===== src/design/ctt_pkg.sv =====
// Package with the shared types, codes and character helpers of the config text tokenizer.
`timescale 1ns / 1ps
`default_nettype none
package ctt_pkg;

  localparam int POSITION_BITS_DEF = 16;
  localparam int VALUE_BITS_DEF    = 64;

  typedef enum logic [2:0] {
    LX_IDLE    = 3'd0,
    LX_COMMENT = 3'd1,
    LX_INCLUDE = 3'd2,
    LX_WORD    = 3'd3,
    LX_QUOTED  = 3'd4,
    LX_INT     = 3'd5,
    LX_DEC     = 3'd6
  } lex_state_t;

  typedef enum logic [1:0] {
    BASE_DEC = 2'd0,
    BASE_OCT = 2'd1,
    BASE_HEX = 2'd2
  } base_t;

  localparam logic [1:0] KIND_CHAR      = 2'd0;
  localparam logic [1:0] KIND_TOKEN_END = 2'd1;
  localparam logic [1:0] KIND_ERROR     = 2'd2;
  localparam logic [1:0] KIND_EOI       = 2'd3;

  localparam logic [3:0] TT_NONE     = 4'd0;
  localparam logic [3:0] TT_LBRACE   = 4'd0;
  localparam logic [3:0] TT_RBRACE   = 4'd1;
  localparam logic [3:0] TT_LBRACKET = 4'd2;
  localparam logic [3:0] TT_RBRACKET = 4'd3;
  localparam logic [3:0] TT_LPAREN   = 4'd4;
  localparam logic [3:0] TT_RPAREN   = 4'd5;
  localparam logic [3:0] TT_WORD     = 4'd6;
  localparam logic [3:0] TT_QUOTED   = 4'd7;
  localparam logic [3:0] TT_INTEGER  = 4'd8;
  localparam logic [3:0] TT_DECIMAL  = 4'd9;
  localparam logic [3:0] TT_INCLUDE  = 4'd10;

  localparam logic [2:0] ERR_NONE       = 3'd0;
  localparam logic [2:0] ERR_UNEXPECTED = 3'd1;
  localparam logic [2:0] ERR_BAD_INT    = 3'd2;
  localparam logic [2:0] ERR_BAD_DEC    = 3'd3;
  localparam logic [2:0] ERR_FAILED     = 3'd4;

  localparam int F_NOTDEC = 0;
  localparam int F_BADINT = 1;
  localparam int F_LONG   = 2;
  localparam int F_DIGIT  = 3;
  localparam int F_DOT    = 4;
  localparam int F_BADDEC = 5;

  localparam logic [7:0] CH_LBRACE   = 8'h7B;
  localparam logic [7:0] CH_RBRACE   = 8'h7D;
  localparam logic [7:0] CH_LBRACKET = 8'h5B;
  localparam logic [7:0] CH_RBRACKET = 8'h5D;
  localparam logic [7:0] CH_LPAREN   = 8'h28;
  localparam logic [7:0] CH_RPAREN   = 8'h29;
  localparam logic [7:0] CH_HASH     = 8'h23;
  localparam logic [7:0] CH_LT       = 8'h3C;
  localparam logic [7:0] CH_GT       = 8'h3E;
  localparam logic [7:0] CH_QUOTE    = 8'h22;
  localparam logic [7:0] CH_X        = 8'h78;
  localparam logic [7:0] CH_DOT      = 8'h2E;
  localparam logic [7:0] CH_NL       = 8'h0A;
  localparam logic [7:0] CH_ZERO     = 8'h30;
  localparam logic [7:0] CH_SEVEN    = 8'h37;
  localparam logic [7:0] CH_UNDER    = 8'h5F;

  typedef struct packed {
    logic [1:0] kind;
    logic [3:0] token_type;
    logic [7:0] char_out;
    logic [2:0] error_code;
  } res_t;

  function automatic logic is_space(input logic [7:0] c);
    return (c == 8'h20) || (c >= 8'h09 && c <= 8'h0D);
  endfunction

  function automatic logic is_digit(input logic [7:0] c);
    return (c >= 8'h30) && (c <= 8'h39);
  endfunction

  function automatic logic is_alpha(input logic [7:0] c);
    return ((c >= 8'h61) && (c <= 8'h7A)) || ((c >= 8'h41) && (c <= 8'h5A));
  endfunction

  // Returns the hex digit value in the low four bits and a valid flag on top.
  function automatic logic [4:0] hex_value(input logic [7:0] c);
    logic [7:0] d;
    d = 8'h00;
    if (is_digit(c)) begin
      d = c - 8'h30;
      return {1'b1, d[3:0]};
    end else if (c >= 8'h61 && c <= 8'h66) begin
      d = c - 8'h57;
      return {1'b1, d[3:0]};
    end else if (c >= 8'h41 && c <= 8'h46) begin
      d = c - 8'h37;
      return {1'b1, d[3:0]};
    end
    return 5'd0;
  endfunction

endpackage
`default_nettype wire


===== src/design/ctt_acc.sv =====
// Saturating constant-base multiply-add for the integer value accumulator.
`timescale 1ns / 1ps
`default_nettype none
module ctt_acc #(
  parameter int VALUE_BITS = ctt_pkg::VALUE_BITS_DEF
) (
  input  wire logic [VALUE_BITS-2:0] acc,
  input  wire ctt_pkg::base_t        base,
  input  wire logic [3:0]            digit,
  output logic      [VALUE_BITS-2:0] sum
);

  localparam int WIDE_BITS = VALUE_BITS + 3;

  logic [WIDE_BITS-1:0] ext;
  logic [WIDE_BITS-1:0] scaled;
  logic [WIDE_BITS-1:0] wide;
  logic                 over;

  assign ext = WIDE_BITS'(acc);

  always_comb begin
    case (base)
      ctt_pkg::BASE_DEC: scaled = (ext << 3) + (ext << 1);
      ctt_pkg::BASE_OCT: scaled = ext << 3;
      ctt_pkg::BASE_HEX: scaled = ext << 4;
      default:           scaled = ext << 3;
    endcase
  end

  assign wide = scaled + WIDE_BITS'(digit);
  assign over = |wide[WIDE_BITS-1:VALUE_BITS-1];
  assign sum  = over ? {(VALUE_BITS-1){1'b1}} : wide[VALUE_BITS-2:0];

endmodule
`default_nettype wire


===== src/design/ctt_lexer.sv =====
// Lexer state machine with position counters, spelling checks and result decode.
`timescale 1ns / 1ps
`default_nettype none
module ctt_lexer #(
  parameter int POSITION_BITS = ctt_pkg::POSITION_BITS_DEF,
  parameter int VALUE_BITS    = ctt_pkg::VALUE_BITS_DEF
) (
  input  wire logic                     clk,
  input  wire logic                     rst_n,
  input  wire logic                     fire,
  input  wire logic [7:0]               in_byte,
  input  wire logic                     end_of_input,
  output logic                          res_valid,
  output ctt_pkg::res_t                 res,
  output logic      [VALUE_BITS-2:0]    res_value,
  output logic      [POSITION_BITS-1:0] res_line,
  output logic      [POSITION_BITS-1:0] res_col
);

  localparam logic [POSITION_BITS-1:0] PMAX = {POSITION_BITS{1'b1}};

  ctt_pkg::lex_state_t       state_r, state_nxt;
  ctt_pkg::base_t            base_r, base_nxt;
  logic [5:0]                flags_r, flags_nxt;
  logic [VALUE_BITS-2:0]     acc_r, acc_nxt;
  logic [POSITION_BITS-1:0]  line_r, line_nxt;
  logic [POSITION_BITS-1:0]  col_r, col_nxt;
  logic                      failed_r, failed_nxt;

  logic                      normal;
  logic [POSITION_BITS-1:0]  cnt_col;
  logic [POSITION_BITS-1:0]  cnt_line;
  logic [4:0]                hv;
  logic                      hex_ok;
  logic                      c_digit;
  logic                      c_alpha;
  logic                      c_space;
  logic                      c_word;
  logic [VALUE_BITS-2:0]     acc_sum;
  logic                      int_bad;
  logic                      dec_bad;

  assign normal  = !failed_r && !end_of_input;
  assign hv      = ctt_pkg::hex_value(in_byte);
  assign hex_ok  = hv[4];
  assign c_digit = ctt_pkg::is_digit(in_byte);
  assign c_alpha = ctt_pkg::is_alpha(in_byte);
  assign c_space = ctt_pkg::is_space(in_byte);
  assign c_word  = c_alpha || c_digit || (in_byte == ctt_pkg::CH_UNDER);
  assign int_bad = flags_r[ctt_pkg::F_BADINT] ||
                   ((base_r == ctt_pkg::BASE_HEX) && !flags_r[ctt_pkg::F_DIGIT]);
  assign dec_bad = flags_r[ctt_pkg::F_BADDEC] || !flags_r[ctt_pkg::F_DIGIT];

  always_comb begin
    cnt_col  = (col_r != PMAX) ? col_r + POSITION_BITS'(1) : col_r;
    cnt_line = line_r;
    if (in_byte == ctt_pkg::CH_NL) begin
      cnt_col  = '0;
      cnt_line = (line_r != PMAX) ? line_r + POSITION_BITS'(1) : line_r;
    end
  end

  assign res_line = normal ? cnt_line : line_r;
  assign res_col  = normal ? cnt_col : col_r;

  ctt_acc #(
    .VALUE_BITS(VALUE_BITS)
  ) u_acc (
    .acc  (acc_r),
    .base (base_r),
    .digit(hv[3:0]),
    .sum  (acc_sum)
  );

  always_comb begin
    state_nxt  = state_r;
    base_nxt   = base_r;
    flags_nxt  = flags_r;
    acc_nxt    = acc_r;
    line_nxt   = line_r;
    col_nxt    = col_r;
    failed_nxt = failed_r;
    if (fire && !failed_r) begin
      if (end_of_input) begin
        state_nxt = ctt_pkg::LX_IDLE;
      end else begin
        line_nxt = cnt_line;
        col_nxt  = cnt_col;
        case (state_r)
          ctt_pkg::LX_IDLE: begin
            if (in_byte == ctt_pkg::CH_QUOTE) begin
              state_nxt = ctt_pkg::LX_QUOTED;
            end else if (in_byte == ctt_pkg::CH_HASH) begin
              state_nxt = ctt_pkg::LX_COMMENT;
            end else if (in_byte == ctt_pkg::CH_LT) begin
              state_nxt = ctt_pkg::LX_INCLUDE;
            end else if (c_alpha || in_byte == ctt_pkg::CH_UNDER) begin
              state_nxt = ctt_pkg::LX_WORD;
            end else if (c_digit) begin
              state_nxt = ctt_pkg::LX_INT;
              flags_nxt = '0;
              base_nxt  = (in_byte == ctt_pkg::CH_ZERO) ? ctt_pkg::BASE_OCT : ctt_pkg::BASE_DEC;
              acc_nxt   = (VALUE_BITS-1)'(hv[3:0]);
            end else if (in_byte == ctt_pkg::CH_DOT) begin
              state_nxt = ctt_pkg::LX_DEC;
              flags_nxt = 6'd1 << ctt_pkg::F_DOT;
              acc_nxt   = '0;
            end else if (in_byte == ctt_pkg::CH_LBRACE || in_byte == ctt_pkg::CH_RBRACE ||
                         in_byte == ctt_pkg::CH_LBRACKET || in_byte == ctt_pkg::CH_RBRACKET ||
                         in_byte == ctt_pkg::CH_LPAREN || in_byte == ctt_pkg::CH_RPAREN) begin
              state_nxt = ctt_pkg::LX_IDLE;
            end else if (!c_space) begin
              failed_nxt = 1'b1;
            end
          end
          ctt_pkg::LX_COMMENT: begin
            if (in_byte == ctt_pkg::CH_NL) begin
              state_nxt = ctt_pkg::LX_IDLE;
            end
          end
          ctt_pkg::LX_INCLUDE: begin
            if (in_byte == ctt_pkg::CH_GT) begin
              state_nxt = ctt_pkg::LX_IDLE;
            end
          end
          ctt_pkg::LX_QUOTED: begin
            if (in_byte == ctt_pkg::CH_QUOTE) begin
              state_nxt = ctt_pkg::LX_IDLE;
            end
          end
          ctt_pkg::LX_WORD: begin
            if (!c_word) begin
              state_nxt = ctt_pkg::LX_IDLE;
              if (!c_space) begin
                failed_nxt = 1'b1;
              end
            end
          end
          ctt_pkg::LX_INT: begin
            if (hex_ok || in_byte == ctt_pkg::CH_X) begin
              flags_nxt[ctt_pkg::F_LONG] = 1'b1;
              if (!c_digit) begin
                flags_nxt[ctt_pkg::F_NOTDEC] = 1'b1;
              end
              if (!flags_r[ctt_pkg::F_BADINT]) begin
                case (base_r)
                  ctt_pkg::BASE_DEC: begin
                    if (c_digit) begin
                      acc_nxt = acc_sum;
                    end else begin
                      flags_nxt[ctt_pkg::F_BADINT] = 1'b1;
                    end
                  end
                  ctt_pkg::BASE_OCT: begin
                    if (in_byte == ctt_pkg::CH_X && !flags_r[ctt_pkg::F_LONG]) begin
                      base_nxt = ctt_pkg::BASE_HEX;
                    end else if (in_byte >= ctt_pkg::CH_ZERO && in_byte <= ctt_pkg::CH_SEVEN) begin
                      acc_nxt = acc_sum;
                    end else begin
                      flags_nxt[ctt_pkg::F_BADINT] = 1'b1;
                    end
                  end
                  default: begin
                    if (hex_ok) begin
                      acc_nxt = acc_sum;
                      flags_nxt[ctt_pkg::F_DIGIT] = 1'b1;
                    end else begin
                      flags_nxt[ctt_pkg::F_BADINT] = 1'b1;
                    end
                  end
                endcase
              end
            end else if (in_byte == ctt_pkg::CH_DOT) begin
              if (!flags_r[ctt_pkg::F_NOTDEC]) begin
                flags_nxt = 6'd1 << ctt_pkg::F_DIGIT;
              end else if (base_r == ctt_pkg::BASE_HEX && !flags_r[ctt_pkg::F_BADINT]) begin
                flags_nxt = flags_r & (6'd1 << ctt_pkg::F_DIGIT);
              end else begin
                flags_nxt = 6'd1 << ctt_pkg::F_BADDEC;
              end
              flags_nxt[ctt_pkg::F_DOT] = 1'b1;
              state_nxt = ctt_pkg::LX_DEC;
            end else begin
              state_nxt = ctt_pkg::LX_IDLE;
              if (!c_space || int_bad) begin
                failed_nxt = 1'b1;
              end
            end
          end
          ctt_pkg::LX_DEC: begin
            if (c_digit) begin
              flags_nxt[ctt_pkg::F_DIGIT] = 1'b1;
            end else if (in_byte == ctt_pkg::CH_DOT) begin
              if (flags_r[ctt_pkg::F_DOT]) begin
                flags_nxt[ctt_pkg::F_BADDEC] = 1'b1;
              end
              flags_nxt[ctt_pkg::F_DOT] = 1'b1;
            end else begin
              state_nxt = ctt_pkg::LX_IDLE;
              if (!c_space || dec_bad) begin
                failed_nxt = 1'b1;
              end
            end
          end
          default: begin
            state_nxt = ctt_pkg::LX_IDLE;
          end
        endcase
        if (failed_nxt) begin
          state_nxt = ctt_pkg::LX_IDLE;
        end
      end
    end
  end

  always_comb begin
    res_valid = 1'b0;
    res       = '0;
    res_value = '0;
    if (failed_r) begin
      res_valid      = 1'b1;
      res.kind       = ctt_pkg::KIND_ERROR;
      res.error_code = ctt_pkg::ERR_FAILED;
    end else if (end_of_input) begin
      res_valid = 1'b1;
      res.kind  = ctt_pkg::KIND_EOI;
    end else begin
      case (state_r)
        ctt_pkg::LX_IDLE: begin
          if (in_byte == ctt_pkg::CH_LBRACE) begin
            res_valid      = 1'b1;
            res.kind       = ctt_pkg::KIND_TOKEN_END;
            res.token_type = ctt_pkg::TT_LBRACE;
          end else if (in_byte == ctt_pkg::CH_RBRACE) begin
            res_valid      = 1'b1;
            res.kind       = ctt_pkg::KIND_TOKEN_END;
            res.token_type = ctt_pkg::TT_RBRACE;
          end else if (in_byte == ctt_pkg::CH_LBRACKET) begin
            res_valid      = 1'b1;
            res.kind       = ctt_pkg::KIND_TOKEN_END;
            res.token_type = ctt_pkg::TT_LBRACKET;
          end else if (in_byte == ctt_pkg::CH_RBRACKET) begin
            res_valid      = 1'b1;
            res.kind       = ctt_pkg::KIND_TOKEN_END;
            res.token_type = ctt_pkg::TT_RBRACKET;
          end else if (in_byte == ctt_pkg::CH_LPAREN) begin
            res_valid      = 1'b1;
            res.kind       = ctt_pkg::KIND_TOKEN_END;
            res.token_type = ctt_pkg::TT_LPAREN;
          end else if (in_byte == ctt_pkg::CH_RPAREN) begin
            res_valid      = 1'b1;
            res.kind       = ctt_pkg::KIND_TOKEN_END;
            res.token_type = ctt_pkg::TT_RPAREN;
          end else if (in_byte == ctt_pkg::CH_QUOTE || in_byte == ctt_pkg::CH_HASH ||
                       in_byte == ctt_pkg::CH_LT) begin
            res_valid = 1'b0;
          end else if (c_word || in_byte == ctt_pkg::CH_DOT) begin
            res_valid    = 1'b1;
            res.kind     = ctt_pkg::KIND_CHAR;
            res.char_out = in_byte;
          end else if (!c_space) begin
            res_valid      = 1'b1;
            res.kind       = ctt_pkg::KIND_ERROR;
            res.error_code = ctt_pkg::ERR_UNEXPECTED;
          end
        end
        ctt_pkg::LX_COMMENT: begin
          res_valid = 1'b0;
        end
        ctt_pkg::LX_INCLUDE: begin
          res_valid = 1'b1;
          if (in_byte == ctt_pkg::CH_GT) begin
            res.kind       = ctt_pkg::KIND_TOKEN_END;
            res.token_type = ctt_pkg::TT_INCLUDE;
          end else begin
            res.kind     = ctt_pkg::KIND_CHAR;
            res.char_out = in_byte;
          end
        end
        ctt_pkg::LX_QUOTED: begin
          res_valid = 1'b1;
          if (in_byte == ctt_pkg::CH_QUOTE) begin
            res.kind       = ctt_pkg::KIND_TOKEN_END;
            res.token_type = ctt_pkg::TT_QUOTED;
          end else begin
            res.kind     = ctt_pkg::KIND_CHAR;
            res.char_out = in_byte;
          end
        end
        ctt_pkg::LX_WORD: begin
          res_valid = 1'b1;
          if (c_word) begin
            res.kind     = ctt_pkg::KIND_CHAR;
            res.char_out = in_byte;
          end else if (!c_space) begin
            res.kind       = ctt_pkg::KIND_ERROR;
            res.error_code = ctt_pkg::ERR_UNEXPECTED;
          end else begin
            res.kind       = ctt_pkg::KIND_TOKEN_END;
            res.token_type = ctt_pkg::TT_WORD;
          end
        end
        ctt_pkg::LX_INT: begin
          res_valid = 1'b1;
          if (hex_ok || in_byte == ctt_pkg::CH_X || in_byte == ctt_pkg::CH_DOT) begin
            res.kind     = ctt_pkg::KIND_CHAR;
            res.char_out = in_byte;
          end else if (!c_space) begin
            res.kind       = ctt_pkg::KIND_ERROR;
            res.error_code = ctt_pkg::ERR_UNEXPECTED;
          end else if (int_bad) begin
            res.kind       = ctt_pkg::KIND_ERROR;
            res.error_code = ctt_pkg::ERR_BAD_INT;
          end else begin
            res.kind       = ctt_pkg::KIND_TOKEN_END;
            res.token_type = ctt_pkg::TT_INTEGER;
            res_value      = acc_r;
          end
        end
        ctt_pkg::LX_DEC: begin
          res_valid = 1'b1;
          if (c_digit || in_byte == ctt_pkg::CH_DOT) begin
            res.kind     = ctt_pkg::KIND_CHAR;
            res.char_out = in_byte;
          end else if (!c_space) begin
            res.kind       = ctt_pkg::KIND_ERROR;
            res.error_code = ctt_pkg::ERR_UNEXPECTED;
          end else if (dec_bad) begin
            res.kind       = ctt_pkg::KIND_ERROR;
            res.error_code = ctt_pkg::ERR_BAD_DEC;
          end else begin
            res.kind       = ctt_pkg::KIND_TOKEN_END;
            res.token_type = ctt_pkg::TT_DECIMAL;
          end
        end
        default: begin
          res_valid = 1'b0;
        end
      endcase
    end
  end

  always_ff @(posedge clk) begin
    if (!rst_n) begin
      state_r  <= ctt_pkg::LX_IDLE;
      base_r   <= ctt_pkg::BASE_DEC;
      flags_r  <= '0;
      acc_r    <= '0;
      line_r   <= POSITION_BITS'(1);
      col_r    <= '0;
      failed_r <= 1'b0;
    end else begin
      state_r  <= state_nxt;
      base_r   <= base_nxt;
      flags_r  <= flags_nxt;
      acc_r    <= acc_nxt;
      line_r   <= line_nxt;
      col_r    <= col_nxt;
      failed_r <= failed_nxt;
    end
  end

endmodule
`default_nettype wire


===== src/design/config_text_tokenizer_top.sv =====
// Top level of the config text tokenizer: input register, lexer and result register.
//
//   Channel | Ports  | tdata (low bit up)                                   | tuser / tlast
//   input   | in_*   | in_byte                                              | tlast: end_of_input
//   result  | out_*  | token_type, char_out, int_value, error_code,         | tuser: result_kind
//           |        | line_no, column_no, zero fill                        |
//
// One transaction is accepted per cycle unless the input stage stalls; an accepted byte
// waits in the input register, then its result is written to the result register.
// A synchronous active-low reset clears the lexer and sets the position to line 1, column 0.
// A held result stalls the input stage, and the input stage keeps accepting while the result
// register drains. Bytes that give no result leave the result register empty.
`timescale 1ns / 1ps
`default_nettype none
module config_text_tokenizer_top #(
  parameter int POSITION_BITS = ctt_pkg::POSITION_BITS_DEF,
  parameter int VALUE_BITS    = ctt_pkg::VALUE_BITS_DEF,
  localparam int DATA_BITS    = 15 + VALUE_BITS - 1 + 2 * POSITION_BITS,
  localparam int OUT_TDATA_W  = ((DATA_BITS + 7) / 8) * 8
) (
  input  wire logic                   clk,
  input  wire logic                   rst_n,
  input  wire logic                   in_tvalid,
  output logic                        in_tready,
  input  wire logic [7:0]             in_tdata,   // in_byte
  input  wire logic                   in_tlast,   // end_of_input
  output logic                        out_tvalid,
  input  wire logic                   out_tready,
  output logic      [OUT_TDATA_W-1:0] out_tdata,  // token_type, char_out, int_value,
                                                  // error_code, line_no, column_no
  output logic      [1:0]             out_tuser   // result_kind
);

  logic                     s0_valid_r, s0_valid_nxt;
  logic [7:0]               s0_byte_r;
  logic                     s0_eoi_r;
  logic                     out_valid_r, out_valid_nxt;
  logic [OUT_TDATA_W-1:0]   out_tdata_r, out_tdata_nxt;
  logic [1:0]               out_tuser_r;

  logic                     proceed;
  logic                     advance;
  logic                     in_fire;
  logic                     res_valid;
  ctt_pkg::res_t            res;
  logic [VALUE_BITS-2:0]    res_value;
  logic [POSITION_BITS-1:0] res_line;
  logic [POSITION_BITS-1:0] res_col;

  assign proceed   = !out_valid_r || out_tready;
  assign advance   = s0_valid_r && proceed;
  assign in_tready = !s0_valid_r || proceed;
  assign in_fire   = in_tvalid && in_tready;

  ctt_lexer #(
    .POSITION_BITS(POSITION_BITS),
    .VALUE_BITS   (VALUE_BITS)
  ) u_lexer (
    .clk         (clk),
    .rst_n       (rst_n),
    .fire        (advance),
    .in_byte     (s0_byte_r),
    .end_of_input(s0_eoi_r),
    .res_valid   (res_valid),
    .res         (res),
    .res_value   (res_value),
    .res_line    (res_line),
    .res_col     (res_col)
  );

  assign s0_valid_nxt  = in_fire || (s0_valid_r && !advance);
  assign out_valid_nxt = proceed ? (advance && res_valid) : out_valid_r;
  assign out_tdata_nxt = OUT_TDATA_W'({res_col, res_line, res.error_code, res_value,
                                       res.char_out, res.token_type});

  always_ff @(posedge clk) begin
    if (!rst_n) begin
      s0_valid_r  <= 1'b0;
      out_valid_r <= 1'b0;
    end else begin
      s0_valid_r  <= s0_valid_nxt;
      out_valid_r <= out_valid_nxt;
    end
  end

  always_ff @(posedge clk) begin
    if (in_fire) begin
      s0_byte_r <= in_tdata;
      s0_eoi_r  <= in_tlast;
    end
    if (advance && res_valid) begin
      out_tdata_r <= out_tdata_nxt;
      out_tuser_r <= res.kind;
    end
  end

  assign out_tvalid = out_valid_r;
  assign out_tdata  = out_tdata_r;
  assign out_tuser  = out_tuser_r;

`ifndef SYNTHESIS
  a_error_sticks: assert property (@(posedge clk) disable iff (!rst_n)
    (out_tvalid && out_tready && out_tuser == ctt_pkg::KIND_ERROR)
      |=> (!out_tvalid || out_tuser == ctt_pkg::KIND_ERROR))
    else $error("result after an error is not an error");
  a_type_only_on_end: assert property (@(posedge clk) disable iff (!rst_n)
    (out_tvalid && out_tuser != ctt_pkg::KIND_TOKEN_END) |-> (out_tdata[3:0] == 4'd0))
    else $error("token type set on a result that is not a token end");
  a_code_matches_kind: assert property (@(posedge clk) disable iff (!rst_n)
    out_tvalid |-> ((out_tuser == ctt_pkg::KIND_ERROR) ==
                    (out_tdata[VALUE_BITS+13:VALUE_BITS+11] != ctt_pkg::ERR_NONE)))
    else $error("error code does not match result kind");
  a_ready_when_empty: assert property (@(posedge clk) disable iff (!rst_n)
    !out_valid_r |-> in_tready)
    else $error("input stalled with an empty result register");
`endif

endmodule
`default_nettype wire


===== config.mk =====
export PLATFORM = sky130hd
export DESIGN_NAME = config_text_tokenizer_top
export DESIGN_NICKNAME = d
export VERILOG_FILES = /design/src/design/ctt_pkg.sv /design/src/design/ctt_acc.sv /design/src/design/ctt_lexer.sv /design/src/design/config_text_tokenizer_top.sv
export SDC_FILE = /design/constraint.sdc
export NUM_CORES = 1
export LEC_CHECK = 0
export BUFFER_PORTS_ARGS = -buffer_cell sky130_fd_sc_hd__buf_2
export CELL_PAD_IN_SITES_DETAIL_PLACEMENT = 1
export CELL_PAD_IN_SITES_GLOBAL_PLACEMENT = 1
export CORE_MARGIN = 2
export CORE_UTILIZATION = 50
export DETAILED_ROUTE_END_ITERATION = 12
export GPL_ROUTABILITY_DRIVEN = 1
export MAX_ROUTING_LAYER = met4
export PLACE_DENSITY = 0.85
export SYNTH_ARGS = -nofsm -noshare
export SYNTH_HDL_FRONTEND = slang
export SYNTH_SLANG_ARGS = --single-unit
export TNS_END_PERCENT = 50

===== constraint.sdc =====
create_clock -name clk -period 13.31 [get_ports clk]
set_input_delay 2.662 -clock clk [delete_from_list [all_inputs] [get_ports clk]]
set_output_delay 2.662 -clock clk [all_outputs]
set_load 0.02 [all_outputs]

### Word level (Yosys, flattened, before mapping)

Cells that the tools add are included.

* bits in registers: 230
* input port bits: 13
* output and inout bits: 116
* logic and storage cells: 339

* add/sub/neg operators: 7
* $lt $le $gt $ge: 11
* equality and inequality tests: 60
* muxes and demuxes: 171
* bitwise gates (word level): 3
* reductions and logical operators: 66

Operator list (number)
* $mux W63: 13
* $pmux W63 S2: 2
* $pmux W67 S2: 1
* $mux W16: 6
* $mux W6: 14
* $pmux W14 S6: 1
* $mux W3: 26
* $mux W11: 7
* $eq A8 B6 Y1 const B: 9
* $add A66 B64 Y67: 1
* $add A67 B4 Y67: 1
* $mux W2: 26
* $eq A8 B7 Y1 const B: 6
* $mux W1: 48
* $mux W8: 6
* $mux W4: 9
* $add A16 B1 Y16 const B: 2
* $le A8 B7 Y1 const B: 4
* $ne A16 B16 Y1 const B: 2
* $reduce_and A14 Y1: 2
* $reduce_and A12 Y1: 2
* $logic_or A1 B1 Y1: 23
* $pmux W3 S7: 1
* $mux W5: 4
* other kinds (43): 102

### Longest topological paths before layout

Gate-level depths: netlist of run 1.

* depth in word-level cells: 18
* depth in mapped cells: 22
* depth with buffers taken out: 20

### Hierarchy

A second synthesis of run 1 with hierarchy kept.

* cells, all modules: 2388
* area total of the unflattened synthesis: 18863.1 um^2

Modules (own cells, without submodules)
* ctt_acc: instances 1, cells an instance 1324, area each 8443.1 um^2, sequential area each 0.0 um^2
* ctt_lexer: instances 1, cells an instance 927, area each 6655.1 um^2, sequential area each 2142.1 um^2
* config_text_tokenizer_top: instances 1, cells an instance 137, area each 3764.9 um^2, sequential area each 3673.5 um^2

### Least setup slack after synthesis of run 1

No wires, ideal clock.

* path type: input -> register
* from: input out_tready
* to: register out_tdata_r[0] (netlist: out_tdata[0]), enable pin
* setup time: 0.465 ns
* arrival: 5.199 ns
* required time: 12.845 ns
* slack: 7.646 ns
* cell stages on the path: 4
* path buffers: 0
* path through: nand2b_1 -> nand2_1 -> a21o_1 -> inv_1

* word-level cells in the longest chain between the ends: 3

RTL lines
* start: declaration: line config_text_tokenizer_top.sv:28 `input wire logic out_tready,`
* $logic_or A1 B1 Y1: line config_text_tokenizer_top.sv:50 `assign proceed = !out_valid_r || out_tready;`
* $logic_and A1 B1 Y1: line config_text_tokenizer_top.sv:51 `assign advance = s0_valid_r && proceed;`
* $logic_and A1 B1 Y1: line config_text_tokenizer_top.sv:91 `if (advance && res_valid) begin`
* end signal: assignment: line config_text_tokenizer_top.sv:92 `out_tdata_r <= out_tdata_nxt;`
* end: declaration: line config_text_tokenizer_top.sv:38 `logic [OUT_TDATA_W-1:0] out_tdata_r, out_tdata_nxt;`

No other way between the ends.
A chain may end at the register's enable or synchronous reset.

### Worst setup path in the final report of run 1

* from: register s0_byte_r[1]
* to: register u_lexer.acc_r[10]

* word-level cells in the longest chain between the ends: 15
* elaborated cells between the ends (all ways): 62
* classes of those cells: add/sub: 4; order compare: 9; eq/ne: 16; mux: 21; reduce/logical: 12

RTL lines
* start: declaration: line config_text_tokenizer_top.sv:35 `logic [7:0] s0_byte_r;`
* start signal: assignment: line config_text_tokenizer_top.sv:88 `s0_byte_r <= in_tdata;`
* $ge A8 B7 Y1 / $le A8 B7 Y1 (equally long branches): line ctt_pkg.sv:89, ctt_pkg.sv:102
* $logic_and A1 B1 Y1: line ctt_pkg.sv:102 `end else if (c >= 8'h41 && c <= 8'h46) begin`
* $mux W1: line ctt_pkg.sv:102
* $mux W1: line ctt_pkg.sv:99 `end else if (c >= 8'h61 && c <= 8'h66) begin`
* $mux W1: line ctt_pkg.sv:96 `if (is_digit(c)) begin`
* $mux W5: line ctt_pkg.sv:106 `return 5'd0;`
* $add A67 B4 Y67: line ctt_acc.sv:31 `assign wide = scaled + WIDE_BITS'(digit);`
* $reduce_or A4 Y1: line ctt_acc.sv:32 `assign over = |wide[WIDE_BITS-1:VALUE_BITS-1];`
* $mux W63: line ctt_acc.sv:33 `assign sum = over ? {(VALUE_BITS-1){1'b1}} : wide[VALUE_BITS-2:0];`
* $mux W63: line ctt_lexer.sv:157 `end else if (in_byte >= ctt_pkg::CH_ZERO && in_byte <= ctt_pkg::CH_SEVEN) begin`
* $mux W63: line ctt_lexer.sv:155 `if (in_byte == ctt_pkg::CH_X && !flags_r[ctt_pkg::F_LONG]) begin`
* $pmux W63 S2: line ctt_lexer.sv:146 `case (base_r)`
* $mux W63: line ctt_lexer.sv:145 `if (!flags_r[ctt_pkg::F_BADINT]) begin`
* $mux W63: line ctt_lexer.sv:140 `if (hex_ok || in_byte == ctt_pkg::CH_X) begin`
* $pmux W63 S2: line ctt_lexer.sv:89 `case (state_r)`
* end signal: assignment: line ctt_lexer.sv:356 `acc_r <= acc_nxt;`
* end: declaration: line ctt_lexer.sv:25 `logic [VALUE_BITS-2:0] acc_r, acc_nxt;`

Several ways; a longest one is shown, not always the timed one. The select of a mux whose other input is x is not followed.

==> impl_metrics.json, run 1 <==
{
  "outcome": "complete, no violations",
  "fin_setup_tns_ns": 0,
  "postCtsSetupBuffers": 0,
  "drtAntennaViolNets": 0,
  "port_buffers": 126,
  "clock.fmax_mhz": 152,
  "final_layout_size_suffix_gt1_share_pct": 11.3,
  "fp.dieH_um": 194,
  "grtUsageTotal_pct": 38.3,
  "end_kind": "register",
  "synth.largest_area_cell": "edfxtp_1",
  "syn_inst": 2256,
  "max_stage_delay_ns": 0.82,
  "arrival_ns": 6.97,
  "power_density_mw_per_mm2": 84.0,
  "routabilityCongestion": 0.978,
  "holdCritPathClass": "register to register",
  "finalSetupViolCount": 0,
  "area.growth.synth_to_final_pct": 9.80,
  "yosysSeqAreaShare_pct": 32.1,
  "cts_buffers": 29,
  "first_iter_violations": 1526,
  "async_flop_share_pct": 0,
  "grt_pass1_vias": 19100,
  "p_switching_mw": 0.415,
  "crit_buf_inv": 2,
  "fill_cells": 4340,
  "p_int_mw": 1.25,
  "yosysUniqueCellTypes": 107,
  "p_leak_nw": 7.35,
  "grt_max_degree": 72,
  "path_delay_family": "simple AND/OR/NAND/NOR gates",
  "clockBufferDepth": 3,
  "crit_slowest_cell": "o21ai_1",
  "hold_viol": 0,
  "cp_common_cell": "nor2_1",
  "vias": 19100,
  "first_pass_iters": 6,
  "critical_path.cell_chain": "inv_1 -> ha_1 -> nor2_1 -> o21ai_0 -> nand2_1 -> clkinv_1 -> nor2_1 -> nor2_1 -> ha_1 -> a21oi_1 -> or3_1 -> nor3_1 -> nand2b_1 -> nor4_1 -> nand4bb_1 -> or3_1 -> o21ai_1 -> a211oi_1",
  "clk_pin_slew_worst_paths_ns": 0.06,
  "pwr-share-clk_pct": 48.1,
  "p_comb_share_pct": 5.6,
  "period_needed_ns": 6.57,
  "path_max_fanout": 10,
  "start_util_pct": 50.9,
  "grt_first_pass_wirelength_um": 112000,
  "h-tree-depth": 1,
  "synthFlopType": "edfxtp_1",
  "wl_um": 71800,
  "netlist_area_mm2": 0.0181,
  "antenna_found_initial": 2,
  "synth.area.top_cells": "edfxtp_1 (20%), dfxtp_1 (12%), a21oi_1 (5.5%), nand2_1 (5.2%), ha_1 (5.0%)",
  "vias_per_cell": 6.87,
  "fin_cells": 2780,
  "final.period_utilization_pct": 49.3,
  "rsz0062_at_grt": "false",
  "final_nets": 2382,
  "die_area_mm2": 0.0377,
  "wire_per_inst_um": 25.8,
  "ys_ff_latch": 230,
  "drc": 0,
  "root_buffer": "clkbuf_16",
  "critical_path_class": "register to register",
  "netlist.area_leader.share_pct": 20.1,
  "regArea_mm2": 0.00582,
  "vdd_drop_max_v": 0.000126,
  "cts_sinks": 230,
  "multi_input_area_mm2": 0.0115,
  "p_sw_share_pct": 24.9,
  "holdBufCountCts": 0,
  "overflow": 0,
  "maxSlewViolCount": 0,
  "finClkSkew_ns": 0.0121,
  "place_inst": 2725,
  "core_region_area_mm2": 0.0356,
  "yosysWarningCount": 0,
  "syn-mean-instance-area_um2": 8.02,
  "clk_latency_ns": 0.58,
  "die_w_um": 194,
  "worstPathRequired_ns": 13.71,
  "cp-start-kind": "register",
  "cap_viol_max_count": 0,
  "tightest_slew_ns": 1.40,
  "boundaryPins": 129,
  "post_cts_resized": 0,
  "slew_headroom_pct": 6.13,
  "hpwl_um": 52500,
  "num_rows": 69,
  "tritoncts": "done",
  "p_seq_share_pct": 46.3,
  "synth_edf_count": 121
}
## stage by stage
step | util, % | cell area [um^2] | power (mW) | worst slack [ns] | hold WS [ns]
final | 55.9 | 19900 | 1.67 | 6.74 | 0.478
after CTS | 55.9 | 19900 | 1.67 | 6.88 | 0.484
after global routing | 55.9 | 19900 | 1.71 | 6.14 | 0.522
after detailed placement | 53.1 | 18900 | 0.881 | 7.02 | 0.470
after floorplan | - | 18100 | 0.847 | 7.65 | 0.435
after global placement | 53.1 | 18900 | 0.877 | 7.13 | 0.448
## flip-flops by register name, summed over array words and instances (netlist names)
register,count
out_tdata,110
u_lexer.acc_r,63
u_lexer.col_r,16
u_lexer.line_r,16
s0_byte_r,8
u_lexer.flags_r,6
u_lexer.state_r,3
out_tuser,2
u_lexer.base_r,2
out_tvalid,1
s0_eoi_r,1
s0_valid_r,1
u_lexer.failed_r,1
## power groups by stage
| stage | clock (mW) | sequential (mW) | combinational [mW] |
|---|---|---|---|
| global placement | 0 | 0.787 | 0.0897 |
| detailed placement | 0 | 0.789 | 0.0924 |
| finish | 0.803 | 0.774 | 0.0929 |
| floorplan | 0 | 0.805 | 0.0416 |
| CTS | 0.807 | 0.774 | 0.0928 |
| global route | 0.833 | 0.775 | 0.100 |
## synthesized netlist by cell type, types with 20 or more instances
master,n
mux2i_1,24
nor3_1,77
o21a_1,21
nand4_1,50
a211oi_1,23
ha_1,72
xnor2_1,54
a31oi_1,28
o211ai_1,23
edfxtp_1,121
and2_1,67
o21ai_0,136
nor4_1,39
nand2_1,250
clkbuf_1,103
nand3_1,78
inv_1,53
and3_1,21
a21oi_1,200
xor2_1,41
a221o_1,53
dfxtp_1,109
or3_1,32
a21o_1,33
nor2_1,203
nand2b_1,20
## worst min-delay path: cells and delay by family, from the launching register on
family / cells / cell delay (ns)
AND/OR/NAND/NOR: 2 / 0.12
flip-flops: 1 / 0.32
## worst paths after layout
kind,from,to,slack [ns],cells past startpoint
max,s0_byte_r[1]$_DFFE_PP_,u_lexer.acc_r[10]$_SDFFE_PN0P_,6.74,18
min reg2reg,u_lexer.flags_r[4]$_SDFFE_PN0P_,u_lexer.flags_r[4]$_SDFFE_PN0P_,0.48,2
max reg2reg,s0_byte_r[1]$_DFFE_PP_,u_lexer.acc_r[10]$_SDFFE_PN0P_,6.74,18
min,u_lexer.flags_r[4]$_SDFFE_PN0P_,u_lexer.flags_r[4]$_SDFFE_PN0P_,0.48,2
## metal layers
metal / global-route usage [%] / vias up / routed length [um]
li1: - / 8599 / -
met1: 48.2 / 9501 / 29700
met2: 62.5 / 820 / 33900
met3: 5.84 / 171 / 5580
met4: 13.9 / 0 / 2680
met5: - / - / 0
## final cells by class
type                            instances  share of cell area (%)
Inverter                               56                    1.07
Tap cell                              461                    2.90
Antenna cell                            1                  0.0126
Multi-Input combinational cell       1830                    57.8
Clock buffer                           39                    4.46
Timing Repair Buffer                  148                    4.00
Sequential cell                       230                    29.3
Clock inverter                         15                   0.472
## kinds of logic (layout without fill, tap and decap cells)
group / after synthesis / count (layout) / share of synthesized area [%]
XOR/XNOR: 95 / 95 / 4.60
AND/OR/NAND/NOR: 928 / 928 / 25.9
AO/OA/AOI/OAI: 700 / 700 / 25.8
multiplexers: 30 / 30 / 1.70
flip-flops: 230 / 230 / 32.1
adder cells (fa/ha/maj): 75 / 75 / 5.25
buffers and inverters: 197 / 258 / 4.55
other: 1 / 3 / 0.0207
## cell usage in the layout (no fill, tap or decap), types with 41 or more instances in the layout
cell type  synthesis  routed
a21oi_1          200     200
o21ai_0          136     136
and2_1            67      66
edfxtp_1         121     121
xnor2_1           54      54
nand3_1           78      78
nand2_1          250     250
inv_1             53      52
xor2_1            41      41
ha_1              72      72
nor2_1           203     202
buf_2             19     126
a221o_1           53      53
nor3_1            77      75
nand4_1           50      50
dfxtp_1          109     107
(Power assumes the default switching activity.)
==> inputs of run 2 (changes only) <==
--- a/config.mk
+++ b/config.mk
@@ -9,11 +9,11 @@
 export CELL_PAD_IN_SITES_DETAIL_PLACEMENT = 1
 export CELL_PAD_IN_SITES_GLOBAL_PLACEMENT = 1
 export CORE_MARGIN = 2
-export CORE_UTILIZATION = 50
+export CORE_UTILIZATION = 42
 export DETAILED_ROUTE_END_ITERATION = 12
 export GPL_ROUTABILITY_DRIVEN = 1
 export MAX_ROUTING_LAYER = met4
-export PLACE_DENSITY = 0.85
+export PLACE_DENSITY = 0.76
 export SYNTH_ARGS = -nofsm -noshare
 export SYNTH_HDL_FRONTEND = slang
 export SYNTH_SLANG_ARGS = --single-unit
==> constraint.sdc (replaced) <==
create_clock -name clk -period 5.35 [get_ports clk]
set_input_delay 1.07 -clock clk [delete_from_list [all_inputs] [get_ports clk]]
set_output_delay 1.07 -clock clk [all_outputs]
set_load 0.02 [all_outputs]
==> impl_metrics.json, run 2 (synthesized netlist as in run 1, its figures left out) <==
{
  "power_density_mw_per_mm2": 200,
  "clk_pin_slew_worst_paths_ns": 0.06,
  "area.growth.synth_to_final_pct": 14.2,
  "cp-start-kind": "register",
  "grt_pass1_vias": 19100,
  "end_kind": "register",
  "cts_sinks": 230,
  "hold_viol": 0,
  "met3_length_um": 4510,
  "p_leak_nw": 7.74,
  "vdd_drop_max_v": 0.000240,
  "port_buffers": 126,
  "final_common_cell": "nand2_1",
  "boundaryPins": 129,
  "drc": 0,
  "wl_met2_um": 33300,
  "fp.dieH_um": 212,
  "reg2reg_depth": 15,
  "dr.max_layer_used": "met4",
  "period_needed_ns": 5.23,
  "worstReg2RegEnd": "u_lexer.acc_r[52]$_SDFFE_PN0P_",
  "finClkSkew_ns": 0.0292,
  "path_max_fanout": 16,
  "crit-reg2reg-launch": "u_lexer.acc_r[30]$_SDFFE_PN0P_",
  "p_seq_share_pct": 46.4,
  "critical_path_class": "register to register",
  "cap_viol_max_count": 0,
  "slew_headroom_pct": 25.3,
  "multi_input_area_mm2": 0.0116,
  "p_int_mw": 3.08,
  "tritoncts": "done",
  "postLayoutCellArea_mm2": 0.0207,
  "num_rows": 76,
  "worstHoldPathCells": 2,
  "final_nets": 2461,
  "worstPathRequired_ns": 5.82,
  "holdCritStartpoint": "u_lexer.flags_r[4]$_SDFFE_PN0P_",
  "finalSetupViolCount": 0,
  "h-tree-depth": 1,
  "p_comb_share_pct": 5.8,
  "core_region_area_mm2": 0.0428,
  "first_pass_iters": 5,
  "first_iter_violations": 1495,
  "drtAntennaViolNets": 0,
  "vias": 19000,
  "grt_max_degree": 67,
  "wl_um": 72000,
  "tightest_slew_ns": 1.12,
  "grtUsageTotal_pct": 32.5,
  "die_area_mm2": 0.0448,
  "vias_per_cell": 6.45,
  "p_sw_share_pct": 25.6,
  "wire_per_inst_um": 24.4,
  "cts_buffers": 30,
  "die_w_um": 212,
  "root_buffer": "clkbuf_16",
  "hold_end": "u_lexer.flags_r[4]$_SDFFE_PN0P_",
  "outcome": "complete, no violations",
  "hpwl_um": 54100,
  "holdBufCountCts": 0,
  "antenna_found_initial": 0,
  "maxSlewViolCount": 0,
  "pwr-share-clk_pct": 47.8,
  "start_util_pct": 42.3,
  "final.period_utilization_pct": 97.8,
  "power_mw": 4.14,
  "fin_util_pct": 48.3,
  "met1_length_um": 31300,
  "overflow": 0,
  "regArea_mm2": 0.00582,
  "clk_latency_ns": 0.60,
  "arrival_ns": 5.70,
  "final_cell_mix": "nand2_1 (249), nor2_1 (201), a21oi_1 (200)",
  "grt_first_pass_wirelength_um": 111000,
  "holdCritPathClass": "register to register",
  "p_switching_mw": 1.06,
  "fill_cells": 5217,
  "r2r_setup_slack_ns": 0.12,
  "clock.fmax_mhz": 191,
  "largest_reg_flops": 110,
  "routabilityCongestion": 0.971,
  "clockBufferDepth": 3,
  "placed_cell_area_mm2": 0.0196,
  "final_layout_size_suffix_gt1_share_pct": 14.5
}
-- run 2: worst max-delay path by stage --
stage / startpoint / end / cells past startpoint
after global routing: s0_byte_r[4]$_DFFE_PP_ / u_lexer.acc_r[50]$_SDFFE_PN0P_ / 19
after detailed placement: u_lexer.acc_r[2]$_SDFFE_PN0P_ / u_lexer.acc_r[50]$_SDFFE_PN0P_ / 17
after global placement: u_lexer.acc_r[0]$_SDFFE_PN0P_ / u_lexer.acc_r[55]$_SDFFE_PN0P_ / 17
after CTS: u_lexer.acc_r[2]$_SDFFE_PN0P_ / u_lexer.acc_r[52]$_SDFFE_PN0P_ / 17
after floorplan: u_lexer.base_r[0]$_SDFFE_PN0P_ / u_lexer.acc_r[50]$_SDFFE_PN0P_ / 19
final: u_lexer.acc_r[30]$_SDFFE_PN0P_ / u_lexer.acc_r[52]$_SDFFE_PN0P_ / 15
-- run 2: metal layers --
layer	global-route usage [%]	up-vias
met1	41.8	9404
met2	52.7	681
met4	12.1	0
met5	-	-
met3	3.71	178
li1	-	8738
-- run 2: critical path, cell delays in order (launching register included) --
cell and delay [ns]:
dfxtp_1 0.61, ha_1 0.43, a21oi_1 0.36, o21ai_1 0.16, a21o_1 0.28, a2111oi_0 0.56, nand3_1 0.31, nand4_1 0.21
nand3_1 0.14, or4_4 0.59, nor3_2 0.20, nand4b_1 0.12, or3_1 0.34, o211a_2 0.29, buf_4 0.20, a221o_1 0.28
-- run 2: power by group through the flow --
stage | clock (mW) | sequential (mW) | combinational, mW
after global routing | 2.07 | 1.92 | 0.260
after global placement | 0 | 1.96 | 0.233
after floorplan | 0 | 2.00 | 0.103
after detailed placement | 0 | 1.96 | 0.239
after CTS | 2.01 | 1.92 | 0.240
final | 1.98 | 1.92 | 0.241
-- run 2: final cells by class --
class,instances,share of cell area [%]
clock buffer,41,4.08
inverter,56,1.03
sequential,230,28.2
multi-input combinational,1830,56.0
tap,546,3.31
antenna,1,0.0121
timing repair buffer,226,6.81
clock inverter,15,0.630
-- run 2: timing repair --
| action | CTS | global route |
|---|---|---|
| setup endpoints to repair | 0 | 63 |
| gates resized for setup | 0 | 16 |
| buffers inserted | 0 | 0 |
-- run 2: stage by stage --
stage	std cells	setup WS, ns	setup TNS [ns]	hold WS (ns)
2_1_floorplan	2257	0.232	0	0.435
3_3_place_gp	2888	0.261	0	0.447
3_5_place_dp	2888	0.0996	0	0.458
4_1_cts	2944	0.00579	0	0.474
5_1_grt	2944	-0.0228	-0.0268	0.486
6_report	2945	0.118	0	0.472
